===== config.mk =====
export PLATFORM = sky130hd
export DESIGN_NAME = utf8_emoji_stripper_unit_flat
export DESIGN_NICKNAME = d
export VERILOG_FILES = /design/src/rtl/ues_pkg.sv /design/src/rtl/ues_channels.sv /design/src/rtl/ues_queue.sv /design/src/rtl/ues_front.sv /design/src/rtl/ues_back.sv /design/src/rtl/utf8_emoji_stripper_unit.sv /design/src/flat_wrapper.sv
export SDC_FILE = /design/constraint.sdc
export NUM_CORES = 1
export LEC_CHECK = 0
export BUFFER_PORTS_ARGS = -buffer_cell sky130_fd_sc_hd__buf_4
export CAP_MARGIN = 10
export CORE_MARGIN = 2
export CORE_UTILIZATION = 65
export CTS_CLUSTER_DIAMETER = 50
export DETAILED_ROUTE_END_ITERATION = 10
export HOLD_SLACK_MARGIN = 0.05
export PLACE_DENSITY_LB_ADDON = 0.3
export SYNTH_ARGS = -nofsm -noshare
export SYNTH_HDL_FRONTEND = slang
export SYNTH_SLANG_ARGS = --single-unit

===== constraint.sdc =====
create_clock -name clk -period 12.6 [get_ports clk]
set_clock_uncertainty 0.2 [all_clocks]
set_input_delay 0 -clock clk [delete_from_list [all_inputs] [get_ports clk]]
set_output_delay 0 -clock clk [all_outputs]
set_load 0.005 [all_outputs]

===== src/rtl/ues_pkg.sv =====
// Shared types, code point constants and classification helpers for the emoji stripper.
package ues_pkg;

  typedef logic [20:0] cp_t;

  localparam cp_t CP_ZWJ    = 21'h0200D;
  localparam cp_t CP_KEYCAP = 21'h020E3;
  localparam cp_t CP_VS16   = 21'h0FE0F;
  localparam cp_t CP_COPY   = 21'h000A9;
  localparam cp_t CP_REG    = 21'h000AE;
  localparam cp_t CP_TM     = 21'h02122;

  // One decoded code point, or an end-of-item marker when mark is set.
  typedef struct packed {
    logic            mark;
    logic            text_end;
    logic            emoji;
    logic            joiner;
    logic            fe0f;
    logic            symbol;
    logic [2:0]      n;
    logic [3:0][7:0] bytes;
  } tok_t;

  typedef struct packed {
    logic [7:0] out_byte;
    logic       byte_present;
    logic       run_last;
    logic       text_done;
    logic       any_removed;
  } res_t;

  typedef enum logic {
    F_IDLE,
    F_DRAIN
  } front_state_t;

  typedef enum logic [1:0] {
    B_POP,
    B_HELD,
    B_CP,
    B_ENDRES
  } back_state_t;

  function automatic logic is_emoji(cp_t cp);
    return cp inside {[21'h1F000:21'h1FAFF], [21'h02600:21'h027BF], [21'h02B00:21'h02BFF],
                      [21'h0231A:21'h0231B], [21'h023E9:21'h023EC], 21'h023F0, 21'h023F3,
                      [21'h023F8:21'h023FA], 21'h025AA, 21'h025AB, 21'h025B6, 21'h025C0,
                      [21'h025FB:21'h025FE], CP_VS16};
  endfunction

  function automatic logic [2:0] seq_len(logic [7:0] b0);
    logic [2:0] len;
    if (b0[7] == 1'b0) begin
      len = 3'd1;
    end else if (b0[7:5] == 3'b110) begin
      len = 3'd2;
    end else if (b0[7:4] == 4'b1110) begin
      len = 3'd3;
    end else if (b0[7:3] == 5'b11110) begin
      len = 3'd4;
    end else begin
      len = 3'd1;
    end
    return len;
  endfunction

endpackage


===== src/rtl/ues_channels.sv =====
// Valid/ready channel interfaces for the text input and the result output.
interface ues_in_if;
  logic       valid;
  logic       ready;
  logic [7:0] in_byte;
  logic       text_end;

  modport source (output valid, in_byte, text_end, input ready);
  modport sink (input valid, in_byte, text_end, output ready);
endinterface

interface ues_out_if;
  logic       valid;
  logic       ready;
  logic [7:0] out_byte;
  logic       byte_present;
  logic       run_last;
  logic       text_done;
  logic       any_removed;

  modport source (output valid, out_byte, byte_present, run_last, text_done, any_removed,
                  input ready);
  modport sink (input valid, out_byte, byte_present, run_last, text_done, any_removed,
                output ready);
endinterface


===== src/rtl/ues_queue.sv =====
// Small token queue between the decoder front and the filter back.
module ues_queue #(
  parameter int DEPTH = 4
) (
  input  logic          clk,
  input  logic          rst_n,
  input  logic          push,
  input  ues_pkg::tok_t wr_tok,
  output logic          full,
  input  logic          pop,
  output logic          valid,
  output ues_pkg::tok_t rd_tok
);

  localparam int AW = (DEPTH > 1) ? $clog2(DEPTH) : 1;
  localparam int CW = $clog2(DEPTH + 1);

  ues_pkg::tok_t mem_r [DEPTH];
  logic [AW-1:0] wp_r, wp_nxt;
  logic [AW-1:0] rp_r, rp_nxt;
  logic [CW-1:0] cnt_r, cnt_nxt;
  logic          do_push, do_pop;

  always_comb begin
    full    = (cnt_r == CW'(DEPTH));
    valid   = (cnt_r != '0);
    rd_tok  = mem_r[rp_r];
    do_push = push && !full;
    do_pop  = pop && valid;
    wp_nxt  = wp_r;
    rp_nxt  = rp_r;
    cnt_nxt = cnt_r;
    if (do_push) begin
      wp_nxt = (wp_r == AW'(DEPTH - 1)) ? '0 : wp_r + AW'(1);
    end
    if (do_pop) begin
      rp_nxt = (rp_r == AW'(DEPTH - 1)) ? '0 : rp_r + AW'(1);
    end
    if (do_push && !do_pop) begin
      cnt_nxt = cnt_r + CW'(1);
    end else if (do_pop && !do_push) begin
      cnt_nxt = cnt_r - CW'(1);
    end
  end

  always_ff @(posedge clk) begin
    if (!rst_n) begin
      wp_r  <= '0;
      rp_r  <= '0;
      cnt_r <= '0;
    end else begin
      wp_r  <= wp_nxt;
      rp_r  <= rp_nxt;
      cnt_r <= cnt_nxt;
    end
  end

  always_ff @(posedge clk) begin
    if (do_push) begin
      mem_r[wp_r] <= wr_tok;
    end
  end

endmodule


===== src/rtl/ues_front.sv =====
// Front end: accepts text bytes, decodes UTF-8 code points and classifies them.
module ues_front (
  input  logic          clk,
  input  logic          rst_n,
  ues_in_if.sink        in_ch,
  output logic          q_push,
  output ues_pkg::tok_t q_tok,
  input  logic          q_full
);

  logic [3:0][7:0]       seq_r, seq_nxt;
  logic [2:0]            cnt_r, cnt_nxt;
  logic                  end_r, end_nxt;
  ues_pkg::front_state_t st_r, st_nxt;

  logic [2:0]    need, lim, take_n, src;
  logic          bad, full_seq, stop;
  ues_pkg::cp_t  cp;

  always_comb begin
    need = ues_pkg::seq_len(seq_r[0]);
    lim  = (cnt_r < need) ? cnt_r : need;
    bad  = 1'b0;
    for (int k = 1; k < 4; k++) begin
      if (3'(k) < lim && seq_r[k][7:6] != 2'b10) begin
        bad = 1'b1;
      end
    end
    full_seq = !bad && (cnt_r >= need);
    stop     = (cnt_r == 3'd0) || (!bad && (cnt_r < need) && !end_r);
    take_n   = full_seq ? need : 3'd1;

    case (need)
      3'd2:    cp = {10'd0, seq_r[0][4:0], seq_r[1][5:0]};
      3'd3:    cp = {5'd0, seq_r[0][3:0], seq_r[1][5:0], seq_r[2][5:0]};
      3'd4:    cp = {seq_r[0][2:0], seq_r[1][5:0], seq_r[2][5:0], seq_r[3][5:0]};
      default: cp = {13'd0, seq_r[0]};
    endcase
    if (!full_seq) begin
      cp = {13'd0, seq_r[0]};
    end

    q_tok.mark     = stop;
    q_tok.text_end = end_r;
    q_tok.emoji    = ues_pkg::is_emoji(cp);
    q_tok.joiner   = (cp == ues_pkg::CP_ZWJ) || (cp == ues_pkg::CP_KEYCAP);
    q_tok.fe0f     = (cp == ues_pkg::CP_VS16);
    q_tok.symbol   = (cp == ues_pkg::CP_COPY) || (cp == ues_pkg::CP_REG) ||
                     (cp == ues_pkg::CP_TM);
    q_tok.n        = take_n;
    q_tok.bytes    = seq_r;

    q_push      = (st_r == ues_pkg::F_DRAIN) && !q_full;
    in_ch.ready = (st_r == ues_pkg::F_IDLE) || ((st_r == ues_pkg::F_DRAIN) && stop && !q_full);

    seq_nxt = seq_r;
    cnt_nxt = cnt_r;
    end_nxt = end_r;
    st_nxt  = st_r;
    src     = '0;

    if (st_r == ues_pkg::F_DRAIN && !q_full) begin
      if (stop) begin
        st_nxt = ues_pkg::F_IDLE;
        if (end_r) begin
          cnt_nxt = '0;
        end
      end else begin
        // advance past the bytes just decoded
        for (int k = 0; k < 4; k++) begin
          src = 3'(k) + take_n;
          if (src < 3'd4) begin
            seq_nxt[k] = seq_r[src[1:0]];
          end
        end
        cnt_nxt = cnt_r - take_n;
      end
    end

    if (in_ch.valid && in_ch.ready) begin
      seq_nxt[cnt_nxt[1:0]] = in_ch.in_byte;
      cnt_nxt               = cnt_nxt + 3'd1;
      end_nxt               = in_ch.text_end;
      st_nxt                = ues_pkg::F_DRAIN;
    end
  end

  always_ff @(posedge clk) begin
    if (!rst_n) begin
      st_r  <= ues_pkg::F_IDLE;
      cnt_r <= '0;
      end_r <= 1'b0;
    end else begin
      st_r  <= st_nxt;
      cnt_r <= cnt_nxt;
      end_r <= end_nxt;
    end
  end

  always_ff @(posedge clk) begin
    seq_r <= seq_nxt;
  end

endmodule


===== src/rtl/ues_back.sv =====
// Back end: filters code points, holds symbols for lookahead and emits result items.
module ues_back (
  input  logic          clk,
  input  logic          rst_n,
  input  logic          q_valid,
  input  ues_pkg::tok_t q_tok,
  output logic          q_pop,
  ues_out_if.source     out_ch
);

  ues_pkg::back_state_t st_r, st_nxt;
  ues_pkg::tok_t        cur_r, cur_nxt;
  logic [1:0]           idx_r, idx_nxt;
  logic [3:0][7:0]      held_r, held_nxt;
  logic [2:0]           held_n_r, held_n_nxt;
  logic                 prev_r, prev_nxt;
  logic                 removed_r, removed_nxt;
  logic                 pend_v_r, pend_v_nxt;
  ues_pkg::res_t        pend_r, pend_nxt;
  logic                 out_v_r, out_v_nxt;
  ues_pkg::res_t        out_r, out_nxt;

  ues_pkg::tok_t dtok;
  ues_pkg::res_t res_new;
  logic          dprev, drop, do_decide, push, mark_last, out_free, can_push, move;

  always_comb begin
    out_free = !out_v_r || out_ch.ready;
    can_push = !pend_v_r || out_free;

    st_nxt      = st_r;
    cur_nxt     = cur_r;
    idx_nxt     = idx_r;
    held_nxt    = held_r;
    held_n_nxt  = held_n_r;
    prev_nxt    = prev_r;
    removed_nxt = removed_r;
    q_pop       = 1'b0;
    push        = 1'b0;
    mark_last   = 1'b0;
    do_decide   = 1'b0;
    res_new     = '0;

    dtok  = (st_r == ues_pkg::B_POP) ? q_tok : cur_r;
    dprev = (st_r == ues_pkg::B_POP) ? prev_r : 1'b0;
    drop  = dtok.emoji || (dtok.joiner && dprev);

    case (st_r)
      ues_pkg::B_POP: begin
        if (q_valid) begin
          q_pop = 1'b1;
          if (q_tok.mark) begin
            if (!q_tok.text_end) begin
              mark_last = 1'b1;
            end else begin
              cur_nxt = q_tok;
              idx_nxt = '0;
              st_nxt  = (held_n_r != 3'd0) ? ues_pkg::B_HELD : ues_pkg::B_ENDRES;
            end
          end else if (held_n_r != 3'd0) begin
            if (q_tok.fe0f) begin
              held_n_nxt  = '0;
              removed_nxt = 1'b1;
              prev_nxt    = 1'b1;
            end else begin
              cur_nxt = q_tok;
              idx_nxt = '0;
              st_nxt  = ues_pkg::B_HELD;
            end
          end else begin
            do_decide = 1'b1;
          end
        end
      end
      ues_pkg::B_HELD: begin
        if (can_push) begin
          push                 = 1'b1;
          res_new.out_byte     = held_r[idx_r];
          res_new.byte_present = 1'b1;
          if ({1'b0, idx_r} == held_n_r - 3'd1) begin
            held_n_nxt = '0;
            prev_nxt   = 1'b0;
            idx_nxt    = '0;
            if (cur_r.mark) begin
              st_nxt = ues_pkg::B_ENDRES;
            end else begin
              st_nxt    = ues_pkg::B_POP;
              do_decide = 1'b1;
            end
          end else begin
            idx_nxt = idx_r + 2'd1;
          end
        end
      end
      ues_pkg::B_CP: begin
        if (can_push) begin
          push                 = 1'b1;
          res_new.out_byte     = cur_r.bytes[idx_r];
          res_new.byte_present = 1'b1;
          if ({1'b0, idx_r} == cur_r.n - 3'd1) begin
            prev_nxt = 1'b0;
            st_nxt   = ues_pkg::B_POP;
          end else begin
            idx_nxt = idx_r + 2'd1;
          end
        end
      end
      ues_pkg::B_ENDRES: begin
        if (can_push) begin
          push                = 1'b1;
          res_new.text_done   = 1'b1;
          res_new.any_removed = removed_r;
          res_new.run_last    = 1'b1;
          held_n_nxt          = '0;
          prev_nxt            = 1'b0;
          removed_nxt         = 1'b0;
          st_nxt              = ues_pkg::B_POP;
        end
      end
      default: st_nxt = ues_pkg::B_POP;
    endcase

    if (do_decide) begin
      if (drop) begin
        removed_nxt = 1'b1;
        prev_nxt    = 1'b1;
        st_nxt      = ues_pkg::B_POP;
      end else if (dtok.symbol) begin
        held_nxt   = dtok.bytes;
        held_n_nxt = dtok.n;
        st_nxt     = ues_pkg::B_POP;
      end else begin
        cur_nxt = dtok;
        idx_nxt = '0;
        st_nxt  = ues_pkg::B_CP;
      end
    end

    // pending result leaves once a later one arrives or its item is known complete
    move      = pend_v_r && out_free && (push || pend_r.run_last);
    out_v_nxt = out_v_r && !out_ch.ready;
    out_nxt   = out_r;
    if (move) begin
      out_v_nxt = 1'b1;
      out_nxt   = pend_r;
    end
    pend_v_nxt = pend_v_r;
    pend_nxt   = pend_r;
    if (move) begin
      pend_v_nxt = 1'b0;
    end
    if (mark_last && pend_v_r) begin
      pend_nxt.run_last = 1'b1;
    end
    if (push) begin
      pend_v_nxt = 1'b1;
      pend_nxt   = res_new;
    end
  end

  assign out_ch.valid        = out_v_r;
  assign out_ch.out_byte     = out_r.out_byte;
  assign out_ch.byte_present = out_r.byte_present;
  assign out_ch.run_last     = out_r.run_last;
  assign out_ch.text_done    = out_r.text_done;
  assign out_ch.any_removed  = out_r.any_removed;

  always_ff @(posedge clk) begin
    if (!rst_n) begin
      st_r      <= ues_pkg::B_POP;
      idx_r     <= '0;
      held_n_r  <= '0;
      prev_r    <= 1'b0;
      removed_r <= 1'b0;
      pend_v_r  <= 1'b0;
      out_v_r   <= 1'b0;
    end else begin
      st_r      <= st_nxt;
      idx_r     <= idx_nxt;
      held_n_r  <= held_n_nxt;
      prev_r    <= prev_nxt;
      removed_r <= removed_nxt;
      pend_v_r  <= pend_v_nxt;
      out_v_r   <= out_v_nxt;
    end
  end

  always_ff @(posedge clk) begin
    cur_r  <= cur_nxt;
    held_r <= held_nxt;
    pend_r <= pend_nxt;
    out_r  <= out_nxt;
  end

endmodule


===== src/rtl/utf8_emoji_stripper_unit.sv =====
// Top level of the UTF-8 emoji stripper: front decoder, token queue and filter back end.
// Text enters one byte per item and leaves as the bytes of the kept code points, with a
// final end-only item per text. The front takes a byte and then pushes a token per
// decoded code point plus one end-of-item marker token, whose push overlaps the next
// accept; the bytes of a broken sequence that follow its lead byte are decoded again as
// code points of their own. The back pops each token, code point or end-of-item marker,
// and writes each result in a step of its own, so for plain ASCII text the back is the
// slower side and sets the sustained rate; a dropped or held code point takes only its
// pop. A queue of QUEUE_DEPTH tokens between the two lets either side stall without
// stopping the other until the queue fills or runs empty.
module utf8_emoji_stripper_unit #(
  parameter int QUEUE_DEPTH = 4
) (
  input  logic      clk,
  input  logic      rst_n,
  ues_in_if.sink    in_ch,
  ues_out_if.source out_ch
);

  logic          q_push, q_full, q_pop, q_valid;
  ues_pkg::tok_t q_wr_tok, q_rd_tok;

  ues_front u_front (
    .clk    (clk),
    .rst_n  (rst_n),
    .in_ch  (in_ch),
    .q_push (q_push),
    .q_tok  (q_wr_tok),
    .q_full (q_full)
  );

  ues_queue #(
    .DEPTH (QUEUE_DEPTH)
  ) u_queue (
    .clk    (clk),
    .rst_n  (rst_n),
    .push   (q_push),
    .wr_tok (q_wr_tok),
    .full   (q_full),
    .pop    (q_pop),
    .valid  (q_valid),
    .rd_tok (q_rd_tok)
  );

  ues_back u_back (
    .clk     (clk),
    .rst_n   (rst_n),
    .q_valid (q_valid),
    .q_tok   (q_rd_tok),
    .q_pop   (q_pop),
    .out_ch  (out_ch)
  );

  a_no_overflow: assert property (@(posedge clk) disable iff (!rst_n)
    q_push |-> !q_full)
    else $error("token pushed into a full queue");

  a_no_underflow: assert property (@(posedge clk) disable iff (!rst_n)
    q_pop |-> q_valid)
    else $error("token popped from an empty queue");

  a_done_is_last: assert property (@(posedge clk) disable iff (!rst_n)
    (out_ch.valid && out_ch.text_done) |-> (out_ch.run_last && !out_ch.byte_present))
    else $error("end-of-text item not marked last or carries a byte");

endmodule


===== src/flat_wrapper.sv =====
// flat-port wrapper written by rule: the top's interface ports become plain ports
module utf8_emoji_stripper_unit_flat 
#(
  parameter int QUEUE_DEPTH = 4
)
  (clk, rst_n, in_ch_valid, in_ch_in_byte, in_ch_text_end, in_ch_ready, out_ch_valid, out_ch_out_byte, out_ch_byte_present, out_ch_run_last, out_ch_text_done, out_ch_any_removed, out_ch_ready);
  ues_in_if in_ch_i ();
  ues_out_if out_ch_i ();
  input  logic clk;
  input  logic rst_n;
  input wire logic [$bits(in_ch_i.valid)-1:0] in_ch_valid;
  input wire logic [$bits(in_ch_i.in_byte)-1:0] in_ch_in_byte;
  input wire logic [$bits(in_ch_i.text_end)-1:0] in_ch_text_end;
  output wire logic [$bits(in_ch_i.ready)-1:0] in_ch_ready;
  output wire logic [$bits(out_ch_i.valid)-1:0] out_ch_valid;
  output wire logic [$bits(out_ch_i.out_byte)-1:0] out_ch_out_byte;
  output wire logic [$bits(out_ch_i.byte_present)-1:0] out_ch_byte_present;
  output wire logic [$bits(out_ch_i.run_last)-1:0] out_ch_run_last;
  output wire logic [$bits(out_ch_i.text_done)-1:0] out_ch_text_done;
  output wire logic [$bits(out_ch_i.any_removed)-1:0] out_ch_any_removed;
  input wire logic [$bits(out_ch_i.ready)-1:0] out_ch_ready;
  assign in_ch_i.valid = in_ch_valid;
  assign in_ch_i.in_byte = in_ch_in_byte;
  assign in_ch_i.text_end = in_ch_text_end;
  assign in_ch_ready = in_ch_i.ready;
  assign out_ch_valid = out_ch_i.valid;
  assign out_ch_out_byte = out_ch_i.out_byte;
  assign out_ch_byte_present = out_ch_i.byte_present;
  assign out_ch_run_last = out_ch_i.run_last;
  assign out_ch_text_done = out_ch_i.text_done;
  assign out_ch_any_removed = out_ch_i.any_removed;
  assign out_ch_i.ready = out_ch_ready;
  utf8_emoji_stripper_unit #(.QUEUE_DEPTH(QUEUE_DEPTH)) u_core (.clk(clk), .rst_n(rst_n), .in_ch(in_ch_i), .out_ch(out_ch_i));
endmodule

==> impl_metrics.toml <==
[yosys]
ys_dominant_reg_cell = "edfxtp_1"
synth_cell_types = 88
synth_xor_area_share_pct = 0.737
netlist_instances = 1216
synth_mux_area_share_pct = 18.1
synth-simple-area-share_pct = 9.90
synth_fp_nets = 1255
synth_edf_count = 221
synth-compound-area-share_pct = 11.1
ys_seq_elements = 315
netlist_area_um2 = 15400
synth_top_family_by_area = "multiplexers"
synthAdderAreaFrac_pct = 2.20
ys_async_sr_fraction_pct = 0
yosysWarnings = 0
yosysSeqAreaShare_pct = 55.2
syn_avg_cell_area_um2 = 12.7

[setup_path]
critPathLaunchType = "flip-flop"
timing.rr.end = "u_core.u_front.q_tok[3]"
r2r_start = "u_core.u_front.q_tok[6]"
crit_family = "simple AND/OR/NAND/NOR gates"
critPathBufInv = 5
cp.arrival_ns = 6.31
worstSetupPathType = "flip-flop to flip-flop"
r2r_cells = 20
critical-path-slowest-cell = "dfxtp_1"
crit_chain = "and4_1, nand2_8, ha_1, a21o_1, nor3_1, o21ai_2, a21oi_1, buf_4, nor2b_2, buf_4, inv_1, ha_1, inv_1, fa_1, a22o_1, inv_1, ha_1, nand2_1, o211ai_1, nand2_1"
critPathCaptureType = "flip-flop"
cp_max_fo = 26
slowest_delay_ns = 0.76
cp.required_ns = 12.81
rrSetupSlack_ns = 6.50

[die]
rows = 56
io_pins = 27
die_w_um = 158
die_h_um = 158
die-area_um2 = 25000
start_util_pct = 66.0
core-area_um2 = 23400

[placement]
globalplace.congestion = 0.962
dp_hpwl_um = 23500
io_buffers = 26
dp_slack_ns = 6.87

[power]
p_comb_share_pct = 46.8
switchingPower_mw = 2.10
internal-power_mw = 2.99
ir_drop_uv = 188
seqPwrFrac_pct = 34.4
swShare_pct = 41.3
clockPowerShare_pct = 18.8
leakagePower_nw = 6.02
power_density_nw_per_um2 = 298

[cells_and_area]
layout.nets = 1278
drive_gt1_share_pct = 20.8
areaGrowthSynthToFinish_pct = 10.7
antenna_cells = 0

[routing]
drt_first_pass_iters = 5
routed_wirelength_um = 37600
route.detailed.drc = 0
num_vias = 10600
viasPerCell = 6.69
drtIter0Drc = 1111
wire_per_inst_um = 23.7
ant_nets = 0

[cts]
post-cts-setup-buffer-count = 0
ctsResizeCount = 0
cts_max_path_buffers = 3
path_clk_slew_ns = 0.06
cts_tree = "yes"
clock-sinks = 315
clock-root-buffer = "clkbuf_16"
cts-hold-fix-buffers = 16
numCtsBuffers = 34
worstSkewPairLatency_ns = 0.52
htree_levels = 2

[global_route]
grt_use_total_pct = 30.7
antenna_found_initial = 0
grt_max_degree = 44
grt_overflow_total = 0
grt_pass1_vias = 10200
grt_first_pass_wirelength_um = 58500

[sta]
hold_viol_final = 0
fin_tns_setup_ns = 0
slew_headroom_pct = 26.2
fmax_mhz = 164
period_share_pct = 48.4
fin_ws_ns = 6.50
worst_pin_slew_ns = 1.11
period_needed_ns = 6.10
rsz0062_at_grt = "false"
setup-violations-final = 0
slew_viol_final = 0

[worst_hold_path]
hold_path_startpoint = "in_ch_in_byte[3]"
whs_path_depth = 4
hold_path_end = "u_core.u_front.q_tok[3]"
hp-class = "primary input to flip-flop"

[flow_run]
drv_cap = 0

[status]
status = "finished clean"
placed cells by master, fill, tap and decap left out, types with 13 or more instances in the layout:
cell / netlist / routed
dfxtp_1: 94 / 91
nor2_1: 109 / 109
clkbuf_16: 0 / 35
a221oi_1: 15 / 15
o21ai_0: 28 / 28
buf_4: 4 / 39
mux4_2: 41 / 41
ha_1: 24 / 23
a21oi_1: 79 / 79
nor3_1: 16 / 16
nand3_1: 18 / 18
edfxtp_1: 221 / 221
mux2_2: 93 / 93
dlygate4sd3_1: 0 / 16
nand2_1: 55 / 55
mux2i_1: 82 / 82
inv_1: 31 / 31
nand2b_1: 13 / 13
logic make-up (layout without fill, tap and decap cells):
logic type	Yosys count	count (layout)
buf+inv	102	151
mux	216	216
compound gates	242	242
flops	315	315
xor+xnor	13	13
fa+ha+maj	26	26
simple gates	302	302
synth_stat cells, types with 5 or more instances:
cell type,instances,area (um2)
nand2b_1,13,81.3
nor3_1,16,80.1
and3_1,13,81.3
mux4_2,41,923
o21ai_1,5,25.0
and2_1,6,37.5
mux2i_1,82,821
clkbuf_1,30,113
nor2_1,109,409
or2_2,6,37.5
xor2_1,7,61.3
xnor2_1,6,52.6
buf_1,8,30.0
o21a_1,7,52.6
a2111oi_0,5,43.8
nor2b_1,13,81.3
dfxtp_1,94,1880
a21oi_1,79,395
ha_1,24,300
a22oi_1,7,52.6
a31oi_1,9,56.3
edfxtp_1,221,6640
o2111ai_1,5,43.8
a21o_1,8,60.1
buf_2,26,130
o21ai_0,28,140
mux2_2,93,1050
inv_1,31,116
nand2_1,55,206
nand3_1,18,90.1
a221oi_1,15,131
a211oi_1,12,90.1
or3_1,11,68.8
o211ai_1,6,45.0
nand3b_1,9,67.6
worst max path at each step:
stage	from	end	depth (start not counted)
6_report	u_core.u_front.q_tok[6]	u_core.u_front.q_tok[3]	20
2_1_floorplan	u_core.u_front.q_tok[4]	u_core.u_front.q_tok[24]	22
4_1_cts	u_core.u_front.q_tok[6]	u_core.u_front.q_tok[7]	20
3_5_place_dp	u_core.u_front.q_tok[6]	u_core.u_front.q_tok[3]	20
3_3_place_gp	u_core.u_front.q_tok[6]	u_core.u_front.q_tok[3]	20
5_1_grt	u_core.u_front.q_tok[6]	u_core.u_front.q_tok[7]	20
worst register-to-register path, cell delays in order, from the launching register on:
cell	delay (ns)
dfxtp_1	0.76
and4_1	0.53
nand2_8	0.12
ha_1	0.38
a21o_1	0.25
nor3_1	0.35
o21ai_2	0.23
a21oi_1	0.18
buf_4	0.21
nor2b_2	0.18
buf_4	0.40
inv_1	0.24
ha_1	0.28
inv_1	0.11
fa_1	0.42
a22o_1	0.30
inv_1	0.11
ha_1	0.17
nand2_1	0.29
o211ai_1	0.22
nand2_1	0.08
power groups by stage:
stage               clock network [mW]  registers, mW  logic (mW)
CTS                              0.971           1.74        2.33
global placement                     0           1.73        2.24
finish                           0.957           1.75        2.39
global route                      1.00           1.78        2.56
detailed placement                   0           1.75        2.28
floorplan                            0           1.61        1.83
metal layers:
metal	vias up	wire (um)	track usage, %
met3	122	2960	5.53
met1	5202	15400	43.0
li1	4720	-	-
met5	-	0	0
met2	546	17800	48.5
met4	0	1430	11.3
final cells by class:
cell class,instances,area (um2)
Clock buffer,46,957
Clock inverter,16,116
Fill cell,1512,6310
Inverter,33,124
Multi-Input combinational cell,799,6500
Sequential cell,315,8520
Tap cell,319,399
Timing Repair Buffer,56,473
state kept, by name (all words and copies together) (netlist names), 2 cells and up, named ones only:
| register | cells |
|---|---|
| u_core.u_back.cur_r | 38 |
| u_core.u_back.held_n_r | 3 |
| u_core.u_back.held_r | 32 |
| u_core.u_back.idx_r | 2 |
| u_core.u_back.out_ch.out_byte | 8 |
| u_core.u_back.pend_r | 12 |
| u_core.u_back.st_r | 2 |
| u_core.u_front.cnt_r | 3 |
| u_core.u_front.q_tok | 32 |
| u_core.u_queue.cnt_r | 3 |
| u_core.u_queue.mem_r | 164 |
| u_core.u_queue.rp_r | 2 |
| u_core.u_queue.wp_r | 2 |
through the flow:
step	total power, mW	util (%)	hold WS, ns	area (um2)	std cells
final	5.10	73.0	0.112	17100	1584
after global placement	3.97	67.7	0.0180	15800	1505
after floorplan	3.44	-	-0.0826	15400	1216
after CTS	5.04	73.0	0.0802	17100	1583
after global routing	5.34	73.0	0.117	17100	1584
after detailed placement	4.03	67.7	0.0251	15800	1505
Power figures use the tool's default switching activity.
